$ cat src/hdl/gspt_pkg.sv
package gspt_pkg;

  // item kinds
  localparam logic [1:0] KIND_LOAD  = 2'd0;
  localparam logic [1:0] KIND_BUILD = 2'd1;
  localparam logic [1:0] KIND_QUERY = 2'd2;
  localparam logic [1:0] KIND_SET   = 2'd3;

  // ramp codes
  localparam logic [1:0] RAMP_NONE = 2'd0;
  localparam logic [1:0] RAMP_NS   = 2'd1;
  localparam logic [1:0] RAMP_EW   = 2'd2;
  localparam logic [1:0] RAMP_BAD  = 2'd3;

  // configuration port
  localparam int CFG_IW = 3;
  localparam int CFG_DW = 16;
  localparam logic [CFG_IW-1:0] CFG_STEP_LIMIT = 3'd0;
  localparam logic [CFG_IW-1:0] CFG_GRID_COLS  = 3'd1;
  localparam logic [CFG_IW-1:0] CFG_GRID_ROWS  = 3'd2;
  localparam logic [CFG_IW-1:0] CFG_ORIGIN_COL = 3'd3;
  localparam logic [CFG_IW-1:0] CFG_ORIGIN_ROW = 3'd4;

  typedef struct packed {
    logic [1:0]         kind;
    logic signed [15:0] first_col;
    logic signed [15:0] first_row;
    logic signed [15:0] second_col;
    logic signed [15:0] second_row;
    logic signed [15:0] cell_height;
    logic [1:0]         ramp_kind;
    logic               open_edge;
  } in_t;

  typedef struct packed {
    logic       move_allowed;
    logic [1:0] answered_kind;
  } out_t;

  typedef enum logic [1:0] {ER_NONE, ER_QA, ER_PA, ER_PB} erd_sel_e;
  typedef enum logic [2:0] {EW_NONE, EW_FILL, EW_MASK, EW_PA, EW_PB} ewr_sel_e;

  typedef struct packed {
    logic     cap;
    erd_sel_e erd;
    ewr_sel_e ewr;
    logic     load_wr;
    logic     h_rd_cell;
    logic     h_rd_nb;
    logic     h_cap;
    logic     n_cmp;
    logic     dir_inc;
    logic     scan_fill;
    logic     scan_grid;
    logic     scan_next;
    logic     ramp_rd;
    logic     side_tgl;
    logic     pair_item;
    logic     pair_ramp;
    logic     push;
  } cmd_t;

  typedef struct packed {
    logic [1:0] kind;
    logic       q_easy;
    logic       set_ok;
    logic       scan_last;
    logic       dir_last;
    logic       nb_ok;
    logic       rk_nb_ok;
    logic       side;
    logic       out_free;
  } sts_t;

  // direction index: NW 0, N 1, NE 2, W 3, E 4, SW 5, S 6, SE 7; opposite is ~idx
  function automatic logic [2:0] dir_idx(input logic signed [1:0] dc,
                                         input logic signed [1:0] dr);
    logic [2:0] n;
    n = 3'd0;
    case ({dr, dc})
      4'b1111: n = 3'd0;
      4'b1100: n = 3'd1;
      4'b1101: n = 3'd2;
      4'b0011: n = 3'd3;
      4'b0001: n = 3'd4;
      4'b0111: n = 3'd5;
      4'b0100: n = 3'd6;
      4'b0101: n = 3'd7;
      default: n = 3'd0;
    endcase
    return n;
  endfunction

  function automatic logic signed [1:0] dir_dc(input logic [2:0] idx);
    logic signed [1:0] d;
    case (idx)
      3'd0, 3'd3, 3'd5: d = -2'sd1;
      3'd1, 3'd6:       d = 2'sd0;
      default:          d = 2'sd1;
    endcase
    return d;
  endfunction

  function automatic logic signed [1:0] dir_dr(input logic [2:0] idx);
    logic signed [1:0] d;
    case (idx)
      3'd0, 3'd1, 3'd2: d = -2'sd1;
      3'd3, 3'd4:       d = 2'sd0;
      default:          d = 2'sd1;
    endcase
    return d;
  endfunction

endpackage

$ cat src/hdl/gspt_ctrl.sv
module gspt_ctrl
  import gspt_pkg::*;
(
  input  logic       clk_i,
  input  logic       rst_ni,
  input  logic       in_valid_i,
  input  logic [1:0] in_kind_i,
  input  sts_t       sts_i,
  output logic       in_ready_o,
  output cmd_t       cmd_o
);

  typedef enum logic [4:0] {
    S_CLR, S_IDLE, S_LOAD, S_QRD, S_QANS, S_SET,
    S_EARD, S_EAWR, S_EBRD, S_EBWR,
    S_FILL, S_H0RD, S_H0CAP, S_NRD, S_NCMP, S_MWR,
    S_RRD, S_RCHK, S_RNEXT, S_DONE
  } state_e;

  state_e state_q, state_d;
  cmd_t   cmd;

  always_comb begin
    cmd     = '0;
    state_d = state_q;
    case (state_q)
      S_CLR: begin
        cmd.ewr       = EW_FILL;
        cmd.scan_next = 1'b1;
        if (sts_i.scan_last) state_d = S_IDLE;
      end
      S_IDLE: begin
        if (in_valid_i) begin
          cmd.cap = 1'b1;
          case (in_kind_i)
            KIND_LOAD:  state_d = S_LOAD;
            KIND_BUILD: begin
              cmd.scan_fill = 1'b1;
              state_d       = S_FILL;
            end
            KIND_QUERY: state_d = S_QRD;
            default:    state_d = S_SET;
          endcase
        end
      end
      S_LOAD: begin
        cmd.load_wr = 1'b1;
        cmd.push    = sts_i.out_free;
        state_d     = sts_i.out_free ? S_IDLE : S_DONE;
      end
      S_QRD: begin
        if (sts_i.q_easy) begin
          cmd.push = sts_i.out_free;
          state_d  = sts_i.out_free ? S_IDLE : S_DONE;
        end else begin
          cmd.erd = ER_QA;
          state_d = S_QANS;
        end
      end
      S_QANS: begin
        cmd.push = sts_i.out_free;
        state_d  = sts_i.out_free ? S_IDLE : S_DONE;
      end
      S_SET: begin
        if (sts_i.set_ok) begin
          cmd.pair_item = 1'b1;
          state_d       = S_EARD;
        end else begin
          cmd.push = sts_i.out_free;
          state_d  = sts_i.out_free ? S_IDLE : S_DONE;
        end
      end
      S_EARD: begin
        cmd.erd = ER_PA;
        state_d = S_EAWR;
      end
      S_EAWR: begin
        cmd.ewr = EW_PA;
        state_d = S_EBRD;
      end
      S_EBRD: begin
        cmd.erd = ER_PB;
        state_d = S_EBWR;
      end
      S_EBWR: begin
        cmd.ewr = EW_PB;
        if (sts_i.kind == KIND_SET) begin
          cmd.push = sts_i.out_free;
          state_d  = sts_i.out_free ? S_IDLE : S_DONE;
        end else begin
          state_d = S_RNEXT;
        end
      end
      S_FILL: begin
        cmd.ewr = EW_FILL;
        if (sts_i.scan_last) begin
          cmd.scan_grid = 1'b1;
          state_d       = S_H0RD;
        end else begin
          cmd.scan_next = 1'b1;
        end
      end
      S_H0RD: begin
        cmd.h_rd_cell = 1'b1;
        state_d       = S_H0CAP;
      end
      S_H0CAP: begin
        cmd.h_cap = 1'b1;
        state_d   = S_NRD;
      end
      S_NRD: begin
        if (sts_i.nb_ok) begin
          cmd.h_rd_nb = 1'b1;
          state_d     = S_NCMP;
        end else if (sts_i.dir_last) begin
          state_d = S_MWR;
        end else begin
          cmd.dir_inc = 1'b1;
        end
      end
      S_NCMP: begin
        cmd.n_cmp = 1'b1;
        if (sts_i.dir_last) begin
          state_d = S_MWR;
        end else begin
          cmd.dir_inc = 1'b1;
          state_d     = S_NRD;
        end
      end
      S_MWR: begin
        cmd.ewr = EW_MASK;
        if (sts_i.scan_last) begin
          cmd.scan_grid = 1'b1;
          state_d       = S_RRD;
        end else begin
          cmd.scan_next = 1'b1;
          state_d       = S_H0RD;
        end
      end
      S_RRD: begin
        cmd.ramp_rd = 1'b1;
        state_d     = S_RCHK;
      end
      S_RCHK: begin
        if (sts_i.rk_nb_ok) begin
          cmd.pair_ramp = 1'b1;
          state_d       = S_EARD;
        end else begin
          state_d = S_RNEXT;
        end
      end
      S_RNEXT: begin
        if (!sts_i.side) begin
          cmd.side_tgl = 1'b1;
          state_d      = S_RCHK;
        end else if (sts_i.scan_last) begin
          cmd.push = sts_i.out_free;
          state_d  = sts_i.out_free ? S_IDLE : S_DONE;
        end else begin
          cmd.scan_next = 1'b1;
          state_d       = S_RRD;
        end
      end
      S_DONE: begin
        if (sts_i.out_free) begin
          cmd.push = 1'b1;
          state_d  = S_IDLE;
        end
      end
      default: state_d = S_IDLE;
    endcase
  end

  always_ff @(posedge clk_i or negedge rst_ni) begin
    if (!rst_ni) begin
      state_q <= S_CLR;
    end else begin
      state_q <= state_d;
    end
  end

  assign in_ready_o = (state_q == S_IDLE);
  assign cmd_o      = cmd;

endmodule

$ cat config.mk
export PLATFORM = sky130hd
export DESIGN_NAME = gspt_ctrl
export DESIGN_NICKNAME = d
export VERILOG_FILES = /design/src/hdl/gspt_pkg.sv /design/src/hdl/gspt_ctrl.sv
export SDC_FILE = /design/constraint.sdc
export NUM_CORES = 1
export LEC_CHECK = 0
export BUFFER_PORTS_ARGS = -buffer_cell sky130_fd_sc_hd__buf_2
export CORE_AREA = 2 2 51 53
export DETAILED_ROUTE_END_ITERATION = 10
export DIE_AREA = 0 0 53 55
export GPL_ROUTABILITY_DRIVEN = 0
export PLACE_DENSITY = 0.81
export SLEW_MARGIN = 20
export SYNTH_ARGS = -nofsm -noshare
export SYNTH_HDL_FRONTEND = slang
export SYNTH_SLANG_ARGS = --single-unit
$ cat constraint.sdc
create_clock -name clk_i -period 1.55 [get_ports clk_i]
set_input_delay 0 -clock clk_i [delete_from_list [all_inputs] [get_ports clk_i]]
set_output_delay 0 -clock clk_i [all_outputs]
set_load 0.005 [all_outputs]
==> flow_summary.yaml <==
run_status:
  status: "finished with violations"
  failed_checks: "setup timing"
floorplanning:
  die_h_um: 55
  die_area_sq_um: 2920
  pin_count: 36
  core-area_sq_um: 2360
  die_x_um: 53
  start_util_pct: 42.1
  row_count: 18
power_and_ir_drop:
  power.total_mw: 3.49
  power_leakage_nw: 0.824
  p_switching_mw: 1.63
  p_sw_share_pct: 46.8
  ir_drop_v: 0.00155
  p_int_mw: 1.86
  p_per_area_nw_per_um2: 2010
  power_frac_clock_pct: 4.6
  comb_power_share_pct: 87.2
  p_seq_share_pct: 8.2
grt:
  grt_max_degree: 14
  grt_pass1_vias: 1353
  grt_use_total_pct: 28.9
  grt_pass1_wl_um: 6130
  antenna_found_initial: 0
  grt-ovfl-total: 0
clock_network:
  cts.path.max_buffers: 2
  clock_sinks: 5
  cts.htree.levels: 1
  cts_tree: "built"
  cts_root_buffer: "clkbuf_4"
  insertion_delay_ps: 250
  clk_pin_slew_worst_paths_ps: 50
  cts_buffers: 3
setup_path:
  worst_ep_required_time_ps: 1750
  crit_path_end_kind: "flop"
  slowest_stage: "or3b_4"
  critPathLaunchType: "flop"
  cp_max_fo: 4
  max_stage_delay_ps: 460
  critical_path_arrival_ps: 2020
  path_cells: "or3b_4 -> buf_6 -> a211oi_1 -> buf_4 -> a2111oi_2 -> a31oi_1 -> a21o_2"
  critical_path_class: "flop to flop"
sta:
  setup_viol: 15
  max-slew-margin-rel_pct: 76.9
  rsz0062_at_grt: "yes"
  tightest_slew_ps: 347
  clock_skew_ps: 10.4
  max_freq_mhz: 550
  finalHoldViolCount: 0
  period_share_pct: 117
  setup_slack_ps: -270
  slew_violations: 0
  period_minus_slack_ps: 1820
yosys:
  yosysMostFrequentCell: "nor2_1"
  ys_warn_count: 0
  synth_area_per_cell_sq_um: 7.00
  seq_area_frac_synth_pct: 12.6
  async_reset_ff_share_pct: 100
  yosysTopAreaCellShare_pct: 12.6
  ys_ff_latch: 5
  synthFlopType: "dfrtp_1"
  syn_area_sq_um: 995
  yosys.area_share.simple_pct: 41.3
  synth_edf_count: 0
  synth_top_family_by_area: "simple AND/OR/NAND/NOR gates"
  synth-compound-area-share_pct: 29.4
  ys_types: 48
  yosys.area.top_type: "dfrtp_1"
  synth-adder-area-share_pct: 0
  synth_common_cells: "13 x nor2_1, 11 x nor3_1, 10 x a21oi_1"
  syn_nets: 157
  synthMuxAreaShare_pct: 0
  synth_xor_area_share_pct: 1.76
  netlist_top_cells_area: "dfrtp_1 13%, nor3_1 5.5%, clkbuf_8 5.5%"
  synth_cells: 142
routing:
  drt_iter0_drc: 76
  viasPerCell: 6.02
  wire_per_inst_um: 17.2
  drc: 0
  ant_nets: 0
  wl_um: 4310
  vias: 1505
  drt_pre_antenna_iters: 5
layout:
  drive_above_1_share_pct: 59.5
  largest_register_ffs: 5
  diodes: 0
  regMostFlops: "state_q"
  fillers: 200
  fin_cells: 250
  fin_nets: 236
  top_regs: "state_q (5)"
  area.growth.synth_to_final_pct: 74.3
place:
  dpl_worst_slack_ps: -252
  dp_cells: 232
  dp_hpwl_um: 2830
  port_buffers: 35
hold_path:
  hold_class: "input pin to async pin"
run:
  maxCapViolCount: 0
==> worst max-delay path, delay by kind of cell, from the launching register on <==
kind | cells | cell delay (ps)
AOI/OAI and AO/OA | 4 | 570
DFF | 1 | 400
buffers and inverters | 2 | 320
and+or+nand+nor | 1 | 460
==> kinds of logic (layout without fill, tap and decap cells) <==
group           after synthesis  in the layout
compound gates               41             41
xor+xnor                      2              2
buf+inv                      22            100
flops                         5              5
simple gates                 72             72
==> layout by cell type, fill, tap and decap left out, types with 4 or more instances in the layout <==
cell	netlist	final
a21oi_1	10	7
buf_2	3	33
buf_4	0	37
buf_6	3	17
inv_1	8	6
nand2_1	7	7
nand3_1	8	8
nor2_1	13	8
nor2_2	0	4
nor2b_1	5	4
nor3_1	11	5
nor3_2	1	5
o22ai_1	4	4
==> what timing repair did <==
item,4_1_cts,5_1_grt
hold endpoints to repair,5,0
setup buffers,9,5
hold buffers,1,0
gates resized for setup,31,26
pin swaps,9,11
setup endpoints to repair,20,22
==> worst paths after layout <==
| kind | slack, ps | from | end | depth (start not counted) |
|---|---|---|---|---|
| worst max-delay path | -270 | state_q[1]$_DFFE_PN0P_ | state_q[1]$_DFFE_PN0P_ | 7 |
| worst min-delay path | 80 | rst_ni | state_q[0]$_DFFE_PN0P_ | 2 |
| worst max register to register | -270 | state_q[1]$_DFFE_PN0P_ | state_q[1]$_DFFE_PN0P_ | 7 |
| worst min register to register | 840 | state_q[3]$_DFFE_PN0P_ | state_q[0]$_DFFE_PN0P_ | 3 |
| max in group asynchronous | 1320 | rst_ni | state_q[3]$_DFFE_PN0P_ | 2 |
| min in group clk_i | 130 | in_kind_i[0] | state_q[3]$_DFFE_PN0P_ | 3 |
==> routing by layer <==
layer | up-vias | part of all wire, % | track usage, % | wire, um
met5 | - | 0 | 0 | 0
met4 | 0 | 3.6 | 11.5 | 155
met3 | 18 | 8.5 | 3.23 | 366
met2 | 106 | 50 | 55.0 | 2170
met1 | 687 | 38 | 32.9 | 1620
li1 | 694 | - | - | -
==> final cells by class <==
cell class,instances,area [sq um],share of cell area (%)
Clock buffer,4,26.3,1.52
Timing Repair Buffer,88,644,37.2
Multi-Input combinational cell,115,868,50.1
Tap cell,30,37.5,2.16
Inverter,8,30.0,1.73
Sequential cell,5,128,7.36
==> per-stage QoR <==
stage | setup TNS [ps] | area, sq um | util (%) | hold slack [ps]
detailed placement | -1590 | 1390 | 58.8 | -186
CTS | -1950 | 1600 | 67.5 | 88.3
global placement | -1060 | 1390 | 58.8 | -186
floorplan | -432 | 1000 | - | -296
finish | -2300 | 1730 | 73.3 | 80.8
global route | -3190 | 1730 | 73.3 | 111
==> power by group through the flow <==
stage               Sequential, mW  Combinational, mW  Clock [mW]
finish                       0.284               3.04       0.161
global route                 0.293               3.22       0.173
CTS                          0.272               2.65       0.156
detailed placement           0.263               2.24           0
global placement             0.258               2.21           0
floorplan                    0.245               1.41           0
Power figures use the tool's default switching activity.
